### src/design/tlas_pkg.sv
// tone light alert sequencer package: step and result types, trigger codes,
// fixed alert pattern tables and error pattern step constants
// no dependencies
package tlas_pkg;

    // input item kinds, also used as the code of the pattern in play
    typedef enum logic [2:0] {
        MODE_TICK    = 3'd0,
        MODE_INIT    = 3'd1,
        MODE_HINT    = 3'd2,
        MODE_LOST    = 3'd3,
        MODE_RECOVER = 3'd4,
        MODE_ERROR   = 3'd5
    } mode_t;

    // system modes that the sequencer looks at
    localparam logic [2:0] SYS_INIT   = 3'd0;
    localparam logic [2:0] SYS_NORMAL = 3'd1;

    // configuration register indexes
    localparam logic [2:0] CFG_BEEPS_CHASSIS = 3'd0;
    localparam logic [2:0] CFG_BEEPS_GIMBAL  = 3'd1;
    localparam logic [2:0] CFG_BEEPS_SHOOTER = 3'd2;
    localparam logic [2:0] CFG_BEEPS_VISION  = 3'd3;
    localparam logic [2:0] CFG_BEEPS_IMU     = 3'd4;

    localparam int NUM_MODULES = 5;

    // one pattern step as kept in the step store
    typedef struct packed {
        logic [11:0] tone;
        logic [9:0]  dur;
        logic [7:0]  red;
        logic [7:0]  green;
        logic [7:0]  blue;
    } step_t;

    localparam int STEP_W = $bits(step_t);

    // one result transaction, buzzer_write in the lowest bit
    typedef struct packed {
        logic        playing;
        logic [7:0]  led_blue;
        logic [7:0]  led_green;
        logic [7:0]  led_red;
        logic        led_breathing;
        logic        led_write;
        logic [11:0] buzzer_freq;
        logic        buzzer_write;
    } result_t;

    // request from the control logic to the pattern loader
    typedef struct packed {
        logic       start;
        mode_t      code;
        logic [4:0] mask;
    } bld_req_t;

    // error pattern steps
    localparam step_t BEEP_STEP  = '{tone: 12'd3000, dur: 10'd80,
                                     red: 8'd255, green: 8'd0, blue: 8'd0};
    localparam logic [9:0] GAP_DUR      = 10'd60;
    localparam logic [9:0] GAP_LAST_DUR = 10'd800;

    function automatic step_t mk_step(input logic [11:0] tone, input logic [9:0] dur,
                                      input logic [7:0] r, input logic [7:0] g,
                                      input logic [7:0] b);
        step_t s;
        s.tone  = tone;
        s.dur   = dur;
        s.red   = r;
        s.green = g;
        s.blue  = b;
        return s;
    endfunction

    // fixed pattern table; the error code holds the yellow fallback
    function automatic step_t pattern_step(input mode_t code, input logic [2:0] idx);
        step_t s;
        s = '0;
        case (code)
            MODE_INIT:
            begin
                case (idx)
                    3'd0:    s = mk_step(12'd880,  10'd170, 8'd255, 8'd0,   8'd0);
                    3'd1:    s = mk_step(12'd0,    10'd50,  8'd0,   8'd200, 8'd200);
                    3'd2:    s = mk_step(12'd1100, 10'd170, 8'd0,   8'd0,   8'd255);
                    3'd3:    s = mk_step(12'd0,    10'd50,  8'd0,   8'd0,   8'd255);
                    3'd4:    s = mk_step(12'd1320, 10'd400, 8'd0,   8'd255, 8'd0);
                    default: s = '0;
                endcase
            end
            MODE_HINT:
            begin
                case (idx)
                    3'd0:    s = mk_step(12'd2500, 10'd120, 8'd0, 8'd255, 8'd0);
                    3'd1:    s = mk_step(12'd0,    10'd20,  8'd0, 8'd0,   8'd0);
                    3'd2:    s = mk_step(12'd3000, 10'd180, 8'd0, 8'd255, 8'd0);
                    default: s = '0;
                endcase
            end
            MODE_LOST:
            begin
                case (idx)
                    3'd0:    s = mk_step(12'd1500, 10'd200, 8'd0, 8'd0, 8'd255);
                    3'd1:    s = mk_step(12'd0,    10'd50,  8'd0, 8'd0, 8'd0);
                    3'd2:    s = mk_step(12'd1500, 10'd200, 8'd0, 8'd0, 8'd255);
                    default: s = '0;
                endcase
            end
            MODE_RECOVER:
            begin
                case (idx)
                    3'd0:    s = mk_step(12'd2500, 10'd150, 8'd0, 8'd0,   8'd255);
                    3'd1:    s = mk_step(12'd0,    10'd40,  8'd0, 8'd0,   8'd0);
                    3'd2:    s = mk_step(12'd3000, 10'd150, 8'd0, 8'd255, 8'd0);
                    default: s = '0;
                endcase
            end
            MODE_ERROR:
            begin
                case (idx)
                    3'd0:    s = mk_step(12'd3000, 10'd500, 8'd255, 8'd200, 8'd0);
                    3'd1:    s = mk_step(12'd0,    10'd500, 8'd0,   8'd0,   8'd0);
                    default: s = '0;
                endcase
            end
            default: s = '0;
        endcase
        return s;
    endfunction

    // number of steps of each fixed pattern
    function automatic logic [2:0] pattern_len(input mode_t code);
        logic [2:0] n;
        case (code)
            MODE_INIT:    n = 3'd5;
            MODE_HINT:    n = 3'd3;
            MODE_LOST:    n = 3'd3;
            MODE_RECOVER: n = 3'd3;
            MODE_ERROR:   n = 3'd2;
            default:      n = 3'd0;
        endcase
        return n;
    endfunction

    // loader states
    typedef enum logic [1:0] {
        BLD_IDLE,
        BLD_FIXED,
        BLD_ERR
    } bld_state_t;

    // control states
    typedef enum logic [1:0] {
        TOP_IDLE,
        TOP_READ,
        TOP_LOAD
    } top_state_t;

endpackage

### src/design/tlas_ram.sv
// generic single write port, single read port ram with registered read data
// no dependencies
module tlas_ram #(
    parameter int WIDTH = 8,
    parameter int DEPTH = 32
) (
    input  logic                     clk,
    input  logic                     wr_en,
    input  logic [$clog2(DEPTH)-1:0] wr_addr,
    input  logic [WIDTH-1:0]         wr_data,
    input  logic                     rd_en,
    input  logic [$clog2(DEPTH)-1:0] rd_addr,
    output logic [WIDTH-1:0]         rd_data
);

    logic [WIDTH-1:0] mem [DEPTH];

    // write port and registered read port
    always_ff @(posedge clk)
    begin
        if (wr_en)
        begin
            mem[wr_addr] <= wr_data;
        end
        if (rd_en)
        begin
            rd_data <= mem[rd_addr];
        end
    end

endmodule

### src/design/tlas_builder.sv
// pattern loader: writes a fixed pattern or a built error pattern into the
// step store, one step per cycle but pausing between modules; depends on tlas_pkg
module tlas_builder #(
    parameter int STEP_SLOTS = 32
) (
    input  logic                              clk,
    input  logic                              rst_n,
    input  tlas_pkg::bld_req_t                req,
    input  logic [tlas_pkg::NUM_MODULES-1:0][3:0] beeps,
    output logic                              wr_en,
    output logic [$clog2(STEP_SLOTS)-1:0]     wr_addr,
    output tlas_pkg::step_t                   wr_data,
    output logic                              done,
    output logic [$clog2(STEP_SLOTS+1)-1:0]   total
);

    localparam int AW = $clog2(STEP_SLOTS);
    localparam int CW = $clog2(STEP_SLOTS + 1);
    localparam logic [CW:0] SLOTS_X = (CW+1)'(STEP_SLOTS);

    tlas_pkg::bld_state_t state_reg, state_next;
    tlas_pkg::mode_t      code_reg, code_next;
    logic [4:0]           mask_reg, mask_next;
    logic [2:0]           mod_reg, mod_next;
    logic [3:0]           beat_reg, beat_next;
    logic                 half_reg, half_next;
    logic [CW-1:0]        n_reg, n_next;
    logic [2:0]           j_reg, j_next;

    logic [CW:0]          n_x;
    logic [3:0]           cur_beeps;
    logic                 full;
    logic                 last_pair;
    logic [2:0]           fix_len;

    // state registers
    always_ff @(posedge clk or negedge rst_n)
    begin
        if (!rst_n)
        begin
            state_reg <= tlas_pkg::BLD_IDLE;
            code_reg  <= tlas_pkg::MODE_TICK;
            mask_reg  <= '0;
            mod_reg   <= '0;
            beat_reg  <= '0;
            half_reg  <= 1'b0;
            n_reg     <= '0;
            j_reg     <= '0;
        end
        else
        begin
            state_reg <= state_next;
            code_reg  <= code_next;
            mask_reg  <= mask_next;
            mod_reg   <= mod_next;
            beat_reg  <= beat_next;
            half_reg  <= half_next;
            n_reg     <= n_next;
            j_reg     <= j_next;
        end
    end

    // capacity and last gap checks
    always_comb
    begin
        n_x       = {1'b0, n_reg};
        cur_beeps = (mod_reg < 3'(tlas_pkg::NUM_MODULES)) ? beeps[mod_reg] : 4'd0;
        full      = (n_x + (CW+1)'(2)) >= SLOTS_X;
        last_pair = (beat_reg == cur_beeps - 4'd1) || ((n_x + (CW+1)'(4)) >= SLOTS_X);
        fix_len   = tlas_pkg::pattern_len(code_reg);
    end

    // next state and write port
    always_comb
    begin
        state_next = state_reg;
        code_next  = code_reg;
        mask_next  = mask_reg;
        mod_next   = mod_reg;
        beat_next  = beat_reg;
        half_next  = half_reg;
        n_next     = n_reg;
        j_next     = j_reg;
        wr_en      = 1'b0;
        wr_addr    = '0;
        wr_data    = '0;
        done       = 1'b0;
        total      = '0;

        unique case (state_reg)
            tlas_pkg::BLD_IDLE:
            begin
                if (req.start)
                begin
                    code_next = req.code;
                    mask_next = req.mask;
                    mod_next  = '0;
                    beat_next = '0;
                    half_next = 1'b0;
                    n_next    = '0;
                    j_next    = '0;
                    if (req.code == tlas_pkg::MODE_ERROR)
                    begin
                        state_next = tlas_pkg::BLD_ERR;
                    end
                    else
                    begin
                        state_next = tlas_pkg::BLD_FIXED;
                    end
                end
            end
            tlas_pkg::BLD_FIXED:
            begin
                wr_en   = 1'b1;
                wr_addr = AW'(j_reg);
                wr_data = tlas_pkg::pattern_step(code_reg, j_reg);
                j_next  = j_reg + 3'd1;
                if (j_reg == fix_len - 3'd1)
                begin
                    done       = 1'b1;
                    total      = CW'(fix_len);
                    state_next = tlas_pkg::BLD_IDLE;
                end
            end
            tlas_pkg::BLD_ERR:
            begin
                if (mod_reg == 3'(tlas_pkg::NUM_MODULES))
                begin
                    // no beeps at all: play the fallback from the table
                    if (n_reg == '0)
                    begin
                        j_next     = '0;
                        state_next = tlas_pkg::BLD_FIXED;
                    end
                    else
                    begin
                        done       = 1'b1;
                        total      = n_reg;
                        state_next = tlas_pkg::BLD_IDLE;
                    end
                end
                else if (!mask_reg[mod_reg] || (beat_reg >= cur_beeps) || full)
                begin
                    mod_next  = mod_reg + 3'd1;
                    beat_next = '0;
                    half_next = 1'b0;
                end
                else if (!half_reg)
                begin
                    wr_en     = 1'b1;
                    wr_addr   = n_reg[AW-1:0];
                    wr_data   = tlas_pkg::BEEP_STEP;
                    half_next = 1'b1;
                end
                else
                begin
                    // gap after a beep, stretched when it closes the module
                    wr_en        = 1'b1;
                    wr_addr      = AW'(n_reg + CW'(1));
                    wr_data      = '0;
                    wr_data.dur  = last_pair ? tlas_pkg::GAP_LAST_DUR : tlas_pkg::GAP_DUR;
                    n_next       = n_reg + CW'(2);
                    beat_next    = beat_reg + 4'd1;
                    half_next    = 1'b0;
                end
            end
            default:
            begin
                state_next = tlas_pkg::BLD_IDLE;
            end
        endcase
    end

endmodule

### src/design/tone_light_alert_sequencer_unit.sv
// tone light alert sequencer top level: handshakes, configuration, play
// control and result register; depends on tlas_pkg, tlas_ram, tlas_builder
//
// channel   dir  handshake                      contents
// s_axis    in   s_axis_tvalid / s_axis_tready  mode, system mode, imu flag, error bits
// m_axis    out  m_axis_tvalid / m_axis_tready  buzzer and led commands, playing flag
// cfg       in   cfg_valid / cfg_ready          beep count registers 0..4
//
// a tick that keeps or ends the current step loads its result straight into
// the output register; a tick that moves to the next step reads the step
// store first. A trigger starts the loader, and no item is taken until the
// pattern is in the step store: a fixed pattern step by step, an error
// pattern as beep and gap pairs, module by module, at most STEP_SLOTS - 2
// steps, or the fallback when no module beeps. The step store needs no
// clearing after reset. A stalled result holds in the output register;
// the next item is taken once that register is free or drains.
module tone_light_alert_sequencer_unit #(
    parameter int STEP_SLOTS = 32
) (
    input  logic        clk,
    input  logic        rst_n,
    // mode[2:0], system_mode[5:3], imu_preparing[6], error_mask[11:7], zero pad
    input  logic        s_axis_tvalid,
    output logic        s_axis_tready,
    input  logic [15:0] s_axis_tdata,
    // buzzer_write[0], buzzer_freq[12:1], led_write[13], led_breathing[14],
    // led_red[22:15], led_green[30:23], led_blue[38:31], playing[39]
    output logic        m_axis_tvalid,
    input  logic        m_axis_tready,
    output logic [39:0] m_axis_tdata,
    input  logic        cfg_valid,
    output logic        cfg_ready,
    input  logic [2:0]  cfg_index,
    input  logic [3:0]  cfg_data
);

    localparam int AW = $clog2(STEP_SLOTS);
    localparam int CW = $clog2(STEP_SLOTS + 1);

    tlas_pkg::top_state_t state_reg, state_next;
    logic                 playing_reg, playing_next;
    tlas_pkg::mode_t      cur_reg, cur_next;
    logic [9:0]           timer_reg, timer_next;
    logic [CW-1:0]        index_reg, index_next;
    logic [CW-1:0]        total_reg, total_next;
    logic                 muted_reg, muted_next;
    logic [tlas_pkg::NUM_MODULES-1:0][3:0] beeps_reg;
    logic                 out_valid_reg, out_valid_next;
    tlas_pkg::result_t    out_reg, out_next;

    logic                 in_accept;
    tlas_pkg::mode_t      in_mode;
    logic [2:0]           in_sysm;
    logic                 in_prep;
    logic [4:0]           in_mask;
    logic                 in_muted;
    logic [CW-1:0]        idx_inc;
    logic                 any_beep;
    tlas_pkg::step_t      first_step;
    tlas_pkg::result_t    res;
    logic                 produce;

    tlas_pkg::bld_req_t   bld_req;
    logic                 ram_wr_en;
    logic [AW-1:0]        ram_wr_addr;
    tlas_pkg::step_t      ram_wr_data;
    logic                 ram_rd_en;
    tlas_pkg::step_t      ram_rd_data;
    logic                 bld_done;
    logic [CW-1:0]        bld_total;

    // input transaction decode
    assign in_accept = s_axis_tvalid & s_axis_tready;
    assign in_mode   = tlas_pkg::mode_t'(s_axis_tdata[2:0]);
    assign in_sysm   = s_axis_tdata[5:3];
    assign in_prep   = s_axis_tdata[6];
    assign in_mask   = s_axis_tdata[11:7];
    assign in_muted  = in_prep && (in_sysm != tlas_pkg::SYS_INIT);
    assign idx_inc   = index_reg + CW'(1);

    assign s_axis_tready = (state_reg == tlas_pkg::TOP_IDLE) && (!out_valid_reg || m_axis_tready);
    assign m_axis_tvalid = out_valid_reg;
    assign m_axis_tdata  = out_reg;
    assign cfg_ready     = 1'b1;

    // first step of a starting pattern
    always_comb
    begin
        any_beep = 1'b0;
        for (int i = 0; i < tlas_pkg::NUM_MODULES; i++)
        begin
            any_beep = any_beep | (in_mask[i] & (beeps_reg[i] != 4'd0));
        end
        if (in_mode == tlas_pkg::MODE_ERROR && any_beep)
        begin
            first_step = tlas_pkg::BEEP_STEP;
        end
        else
        begin
            first_step = tlas_pkg::pattern_step(in_mode, 3'd0);
        end
    end

    // step store
    tlas_ram #(
        .WIDTH (tlas_pkg::STEP_W),
        .DEPTH (STEP_SLOTS)
    ) u_store (
        .clk     (clk),
        .wr_en   (ram_wr_en),
        .wr_addr (ram_wr_addr),
        .wr_data (ram_wr_data),
        .rd_en   (ram_rd_en),
        .rd_addr (idx_inc[AW-1:0]),
        .rd_data (ram_rd_data)
    );

    // pattern loader
    tlas_builder #(
        .STEP_SLOTS (STEP_SLOTS)
    ) u_builder (
        .clk     (clk),
        .rst_n   (rst_n),
        .req     (bld_req),
        .beeps   (beeps_reg),
        .wr_en   (ram_wr_en),
        .wr_addr (ram_wr_addr),
        .wr_data (ram_wr_data),
        .done    (bld_done),
        .total   (bld_total)
    );

    // beep count registers
    always_ff @(posedge clk or negedge rst_n)
    begin
        if (!rst_n)
        begin
            beeps_reg[0] <= 4'd1;
            beeps_reg[1] <= 4'd2;
            beeps_reg[2] <= 4'd3;
            beeps_reg[3] <= 4'd4;
            beeps_reg[4] <= 4'd5;
        end
        else if (cfg_valid && cfg_ready)
        begin
            unique case (cfg_index)
                tlas_pkg::CFG_BEEPS_CHASSIS: beeps_reg[0] <= cfg_data;
                tlas_pkg::CFG_BEEPS_GIMBAL:  beeps_reg[1] <= cfg_data;
                tlas_pkg::CFG_BEEPS_SHOOTER: beeps_reg[2] <= cfg_data;
                tlas_pkg::CFG_BEEPS_VISION:  beeps_reg[3] <= cfg_data;
                tlas_pkg::CFG_BEEPS_IMU:     beeps_reg[4] <= cfg_data;
                default: ;
            endcase
        end
    end

    // control state registers
    always_ff @(posedge clk or negedge rst_n)
    begin
        if (!rst_n)
        begin
            state_reg     <= tlas_pkg::TOP_IDLE;
            playing_reg   <= 1'b0;
            cur_reg       <= tlas_pkg::MODE_TICK;
            timer_reg     <= '0;
            index_reg     <= '0;
            total_reg     <= '0;
            muted_reg     <= 1'b0;
            out_valid_reg <= 1'b0;
        end
        else
        begin
            state_reg     <= state_next;
            playing_reg   <= playing_next;
            cur_reg       <= cur_next;
            timer_reg     <= timer_next;
            index_reg     <= index_next;
            total_reg     <= total_next;
            muted_reg     <= muted_next;
            out_valid_reg <= out_valid_next;
        end
    end

    // result payload register
    always_ff @(posedge clk)
    begin
        out_reg <= out_next;
    end

    // play control: ticks, triggers, step reads and pattern loads
    always_comb
    begin
        state_next   = state_reg;
        playing_next = playing_reg;
        cur_next     = cur_reg;
        timer_next   = timer_reg;
        index_next   = index_reg;
        total_next   = total_reg;
        muted_next   = muted_reg;
        res          = '0;
        produce      = 1'b0;
        ram_rd_en    = 1'b0;
        bld_req      = '0;

        unique case (state_reg)
            tlas_pkg::TOP_IDLE:
            begin
                if (in_accept)
                begin
                    produce = 1'b1;
                    case (in_mode) inside
                        tlas_pkg::MODE_TICK:
                        begin
                            if (in_muted)
                            begin
                                res.buzzer_write = 1'b1;
                            end
                            if (playing_reg)
                            begin
                                if (timer_reg != 10'd0)
                                begin
                                    timer_next = timer_reg - 10'd1;
                                end
                                else
                                begin
                                    index_next = idx_inc;
                                    if (idx_inc < total_reg)
                                    begin
                                        // next step comes from the store
                                        ram_rd_en  = 1'b1;
                                        muted_next = in_muted;
                                        produce    = 1'b0;
                                        state_next = tlas_pkg::TOP_READ;
                                    end
                                    else
                                    begin
                                        // pattern end
                                        res.buzzer_write = 1'b1;
                                        res.buzzer_freq  = '0;
                                        res.led_write    = 1'b1;
                                        if (in_sysm == tlas_pkg::SYS_NORMAL)
                                        begin
                                            res.led_breathing = 1'b1;
                                            res.led_green     = 8'd255;
                                        end
                                        playing_next = 1'b0;
                                        cur_next     = tlas_pkg::MODE_TICK;
                                    end
                                end
                            end
                        end
                        tlas_pkg::MODE_INIT, tlas_pkg::MODE_HINT, tlas_pkg::MODE_LOST,
                        tlas_pkg::MODE_RECOVER, tlas_pkg::MODE_ERROR:
                        begin
                            if (!(playing_reg && cur_reg == in_mode) &&
                                !(playing_reg && in_mode == tlas_pkg::MODE_HINT))
                            begin
                                cur_next          = in_mode;
                                index_next        = '0;
                                playing_next      = 1'b1;
                                timer_next        = first_step.dur;
                                res.buzzer_write  = 1'b1;
                                res.buzzer_freq   = in_muted ? 12'd0 : first_step.tone;
                                res.led_write     = 1'b1;
                                res.led_red       = first_step.red;
                                res.led_green     = first_step.green;
                                res.led_blue      = first_step.blue;
                                bld_req.start     = 1'b1;
                                bld_req.code      = in_mode;
                                bld_req.mask      = in_mask;
                                state_next        = tlas_pkg::TOP_LOAD;
                            end
                        end
                        default: ;
                    endcase
                    res.playing = playing_next;
                end
            end
            tlas_pkg::TOP_READ:
            begin
                produce          = 1'b1;
                timer_next       = ram_rd_data.dur;
                res.buzzer_write = 1'b1;
                res.buzzer_freq  = muted_reg ? 12'd0 : ram_rd_data.tone;
                res.led_write    = 1'b1;
                res.led_red      = ram_rd_data.red;
                res.led_green    = ram_rd_data.green;
                res.led_blue     = ram_rd_data.blue;
                res.playing      = 1'b1;
                state_next       = tlas_pkg::TOP_IDLE;
            end
            tlas_pkg::TOP_LOAD:
            begin
                if (bld_done)
                begin
                    total_next = bld_total;
                    state_next = tlas_pkg::TOP_IDLE;
                end
            end
            default:
            begin
                state_next = tlas_pkg::TOP_IDLE;
            end
        endcase
    end

    // output register: hold while stalled, load on a new result
    always_comb
    begin
        out_valid_next = out_valid_reg && !m_axis_tready;
        out_next       = out_reg;
        if (produce)
        begin
            out_valid_next = 1'b1;
            out_next       = res;
        end
    end

endmodule
### config.mk
export PLATFORM = sky130hd
export DESIGN_NAME = tone_light_alert_sequencer_unit
export DESIGN_NICKNAME = d
export VERILOG_FILES = /design/src/design/tlas_pkg.sv /design/src/design/tlas_ram.sv /design/src/design/tlas_builder.sv /design/src/design/tone_light_alert_sequencer_unit.sv
export SDC_FILE = /design/constraint.sdc
export NUM_CORES = 1
export LEC_CHECK = 0
export ABC_CLOCK_PERIOD_IN_PS = 21900
export BUFFER_PORTS_ARGS = -buffer_cell sky130_fd_sc_hd__buf_2
export CAP_MARGIN = 20
export CORE_MARGIN = 5
export CORE_UTILIZATION = 59
export CTS_BUF_LIST = sky130_fd_sc_hd__clkbuf_4
export DETAILED_ROUTE_END_ITERATION = 10
export PLACE_DENSITY = 0.84
export SLEW_MARGIN = 20
export SYNTH_ARGS = -nofsm -noshare
export SYNTH_HDL_FRONTEND = slang
export SYNTH_SLANG_ARGS = --single-unit
export TNS_END_PERCENT = 30
### constraint.sdc
create_clock -name clk -period 21.9 [get_ports clk]
set_input_delay 3.285 -clock clk [delete_from_list [all_inputs] [get_ports clk]]
set_output_delay 3.285 -clock clk [all_outputs]
set_load 0.02 [all_outputs]
Word level (Yosys, flattened, before mapping)
Memories as Yosys holds them, arrays and structs flattened. A register that Yosys moved wholly into a read port is not among the register bits.
Index checks and enable logic that the tools add are counted.
{"block": "classes", "add_sub_neg": 11, "n_lt_le_gt_ge": 6, "eq_ne": 48, "n_mux": 139, "bitwise_logic": 15, "reduce_logical": 57}
{"cell": "$pmux 46 s5", "n": 2}
{"cell": "$pmux 46 s3", "n": 2}
{"cell": "$pmux 45 s5", "n": 1}
{"cell": "$mux 46", "n": 4}
{"cell": "$pmux 46 s2", "n": 2}
{"cell": "$pmux 45 s2", "n": 1}
{"cell": "$mux 8", "n": 10}
{"cell": "$mux 10", "n": 7}
{"cell": "$mux 6", "n": 11}
{"cell": "$pmux 25 s2", "n": 1}
{"cell": "$mux 15", "n": 3}
{"cell": "$mux 9", "n": 5}
{"cell": "$mux 14", "n": 3}
{"cell": "$mux 40", "n": 1}
{"cell": "$mux 3", "n": 12}
{"cell": "$mux 1", "n": 33}
{"cell": "$pmux 14 s2", "n": 1}
{"cell": "$eq 3x2->1 const B", "n": 8}
{"cell": "$eq 3x3->1 const B", "n": 8}
{"cell": "$mux 12", "n": 2}
{"cell": "$mux 2", "n": 12}
{"cell": "$mux 24", "n": 1}
{"cell": "$mux 4", "n": 6}
{"cell": "$pmux 6 s2", "n": 2}
{"cell": "other kinds (59)", "n": 138}
{"block": "word_totals", "regBits": 117, "ram_bits": 1472, "inputBits": 28, "output_inout_bits": 43, "word_cells": 306, "n_memories": 1}
{"name": "u_store.mem", "words": 32, "word_bits": 46, "read_ports": 1, "rd_clocked_by_memory_dff": 1, "wr": 1, "line": "tlas_ram.sv:16", "source": "logic [WIDTH-1:0] mem [DEPTH];"}

Longest topological paths before layout
{"block": "logic_depth", "word_depth": 14, "ltp_mapped": 14, "ltp_nobuf": 11}

By module
A second synthesis with hierarchy kept.
{"block": "hier_totals", "cells_unflattened": 4024, "area_unflattened_um2": 66312.3}
{"module": "tlas_ram", "instances": 1, "cells_per_inst": 3226, "area_each_um2": 58667.5, "seq_area_each_um2": 45583.7}
{"module": "tone_light_alert_sequencer_unit", "instances": 1, "cells_per_inst": 403, "area_each_um2": 4600.7, "seq_area_each_um2": 2461.1}
{"module": "tlas_builder", "instances": 1, "cells_per_inst": 395, "area_each_um2": 3044.2, "seq_area_each_um2": 650.6}

Worst setup path after synthesis
Ideal clock, no wire load.
{"block": "synth_timing", "kind": "input to output", "from": "input port m_axis_tready", "to": "output port s_axis_tready", "arrival_time_ps": 3667, "t_required_ps": 18615, "slack_ps": 14948, "stages": 2, "path_buffers": 0, "cell_sequence": "nand2b_1 and2_1"}
{"block": "synth_between", "elab_chain_cells": 2}
{"item": "start: declaration", "line": "tone_light_alert_sequencer_unit.sv:29", "source": "input logic m_axis_tready,"}
{"item": "$logic_or 1x1->1", "line": "tone_light_alert_sequencer_unit.sv:81", "source": "assign s_axis_tready = (state_reg == tlas_pkg::TOP_IDLE) && (!out_valid_reg || m_axis_tready);"}
{"item": "$logic_and 1x1->1", "line": "tone_light_alert_sequencer_unit.sv:81"}
{"item": "end: declaration", "line": "tone_light_alert_sequencer_unit.sv:24", "source": "output logic s_axis_tready,"}
Every way passes these cells.

Final worst setup path
Ends and elaborated chain as after synthesis.

==> results.md <==
* Core area at 61710 µm²
* # DRC at 0
* CTS max path bufs at 3
* First-pass GRT wire length at 132600 µm
* PnR Total Power at 0.003930 W
* Sw Share at 27.54%
* Buf/Inv on CP at 2
* Vias in the first global route at 21337
* EDFF count, synth at 811
* FF-to-FF setup slack at 16.39 ns
* Async SR Flop Fraction at 8.568%
* Worst-Margin Slew at 1.152 ns
* Hold Path Depth at 1
* # rows at 91
* Die width at 259.8 µm
* Clock Root Buffer: clkbuf_4
* Worst r2r path cells at 11
* Setup violations, final at 0
* CTS Buf Count at 206
* Mapped Area at 36810 µm²
* Ranking of synthesized cells by area: edfxtp_1 (66%), mux4_2 (15%), dfrtp_1 (4.7%)
* H-tree levels at 4
* Crit path kind: in2out
* Final design instance area without fill at 40950 µm²
* Via density at 6.542
* Synth area leader: edfxtp_1
* Initial DRC count at 3030
* Layout fillers at 3910
* Final hold vios at 0
* Nets at 2231
* Post-synth top area share at 66.16%
* RSZ-0062 raised after global routing: false
* Psw at 0.001082 W
* Crit path time final at 7.152 ns
* Clock-pin slew on the worst setup and hold paths at 0.06 ns
* Routed Antenna Nets at 0
* R2R Path Start: u_builder.mod_reg[0]
* Crit-path cells: buf_2 > nand2b_1 > and2_1 > buf_2
* Area Overhead vs Synth at 11.25%
* Reg2reg end: u_store.mem[7][31]
* Outcome: complete, no violations
* CP top delay family: simple AND/OR/NAND/NOR gates
* Die area at 67480 µm²
* Area of the multi-input gates at 10120 µm²
* Clock latency on the worst-skew pair at 1.06 ns
* Die height at 259.8 µm
* Post-CTS setup buffers at 0
* #FFs+latches synth at 887
* Setup TNS at 0 ns
* CP peak stage delay at 0.17 ns
* GRT Total Usage at 26.64%
* Fraction of layout cells with a size suffix above 1 at 34.42%
* Total gr overflow at 0
* Hold buffers post-CTS at 0
* RePlAce Congestion at 0.8752
* Reg power frac at 52.7%
* Post-CTS sizing at 0
* Final period util at 32.66%
* Synthesized area per cell at 18.58 µm²
* Synth Flop Type: edfxtp_1
* CP Capture Type: output port
* Int Power at 0.002848 W
* 1st-pass router iterations at 6
* Slew HR at 23.22%
* I/O pins at 71
* PwrDens at 95.97 nW/µm²
* Maximum resistive drop on vdd at 52.61 µV
* Logic pwr share at 13.9%
* Hold EP: timer_reg[7]
* Netlist cell types at 88
* Clock skew at 0.1111 ns
* Peak Freq at 0.1398 GHz
* Lkg Pwr at 13.85 nW
* Gate Count Post-Synth at 1981
* Initial Util at 59.65%
* CTS Sinks at 887
* Hold Path Class: reg2reg
* Max FFs per register at 768
* Req. time, crit path at 18.62 ns
* Crit-path max FO at 4
* Slowest CP cell: nand2b_1
* Via count at 20798
* DP HPWL at 51750 µm
* Wire per inst at 27.86 µm
* Startpoint Class: input port
* PortBufs at 63
* Post-DP Area at 38190 µm²
* HP Start: u_store.rd_data[31]
* Largest net degree at the start of global routing at 77
* Crit-path most repeated cell: buf_2
* Clock Power Share at 33.4%
* Ys Warns at 0
* Worst EP arrival at 3.87 ns
* Max Cap Violations at 0
* Antenna violations before repair at 3
* Final WL at 88560 µm
* Slew Limit Fails at 0
* Reg area at 26270 µm²
* Register area share after synthesis at 71.35%
* TritonCTS clock tree: built
[layout by cell type (no fill, tap or decap), drive strengths merged, types with 7 or more instances in the layout]
cell type  instances
and2               9
mux4             240
nor2              91
a21oi             33
mux2i             16
nor2b             10
a21o              12
edfxtp           811
a211oi             8
o21ai             48
ha                25
dfrtp             69
nand2            142
o41ai              9
nand3             33
buf              117
and3               7
o22ai             10
a22o              13
nand2b            13
o2bb2ai            8
a31oi              8
o21a               8
clkbuf           313
or3               15
nor3              25
clkinv            45
mux2              30
dfstp              7
inv               41
[per-stage QoR]
step,worst slack (ns),util [%],hold slack (ns),std cells
floorplan,14.95,-,0.4492,1982
global placement,14.75,61.89,0.4664,2806
detailed placement,14.75,61.89,0.4731,2806
CTS,14.75,66.18,0.4917,3175
global route,14.71,66.36,0.5152,3178
finish,14.75,66.36,0.4643,3179
[cell families (layout without fill, tap and decap cells)]
| family | after synthesis | count (layout) | synth area share, % |
|---|---|---|---|
| flip-flops | 887 | 887 | 71.35 |
| other | 2 | 6 | 0.02040 |
| AO/OA/AOI/OAI | 231 | 231 | 4.596 |
| adder cells (fa/ha/maj) | 25 | 25 | 0.8498 |
| AND/OR/NAND/NOR | 379 | 379 | 4.868 |
| XOR/XNOR | 9 | 9 | 0.2141 |
| buffers and inverters | 162 | 519 | 2.063 |
| multiplexers | 286 | 286 | 16.04 |
[metal layers]
metal	up-vias	share of wire [%]	wire length, µm	track usage (%)
met1	10550	35	31330	35.21
li1	8586	-	-	-
met4	2	2.9	2599	9.453
met3	191	11	9954	7.262
met5	-	0.015	13	0
met2	1469	50	44660	43.54
[worst max-delay path by stage]
stage                               end           from  slack, ns  cells after the start
after global placement    s_axis_tready  m_axis_tready      14.75                      4
after global routing      s_axis_tready  m_axis_tready      14.71                      4
final                     s_axis_tready  m_axis_tready      14.75                      4
after CTS                 s_axis_tready  m_axis_tready      14.75                      4
after floorplan           s_axis_tready  m_axis_tready      14.95                      2
after detailed placement  s_axis_tready  m_axis_tready      14.75                      4
[area by class of cell]
class	instances	area share [%]
inverter	33	0.3025
sequential	887	64.14
multi-input combinational	933	24.72
timing repair buffer	117	1.784
clock buffer	313	5.738
tap	837	2.557
antenna	3	0.01833
clock inverter	56	0.7394
[power by group through the flow]
stage | Sequential, W | Combinational [W] | Clock, W
6_report | 0.00207 | 0.000547 | 0.00131
3_3_place_gp | 0.00210 | 0.000500 | 0
5_1_grt | 0.00208 | 0.000592 | 0.00144
3_5_place_dp | 0.00210 | 0.000522 | 0
2_1_floorplan | 0.00207 | 0.000387 | 0
4_1_cts | 0.00207 | 0.000524 | 0.00133
[synth_stat cells (all sizes together) (9+ instances only)]
cell type,instances
a21o,12
a21oi,33
a22o,13
and2,9
buf,68
clkbuf,61
dfrtp,69
edfxtp,811
ha,25
inv,33
mux2,30
mux2i,16
mux4,240
nand2,142
nand2b,13
nand3,33
nor2,91
nor2b,10
nor3,25
o21ai,48
o22ai,10
o41ai,9
or3,15
[worst register-to-register path, delay by kind of cell (launching register included)]
family,cells,cell delay (ns)
compound gates,4,1.89
simple gates,3,1.31
flops,1,0.87
buf+inv,2,0.45
mux,1,0.41
fa+ha+maj,1,0.28
(Power assumes the default switching activity.)
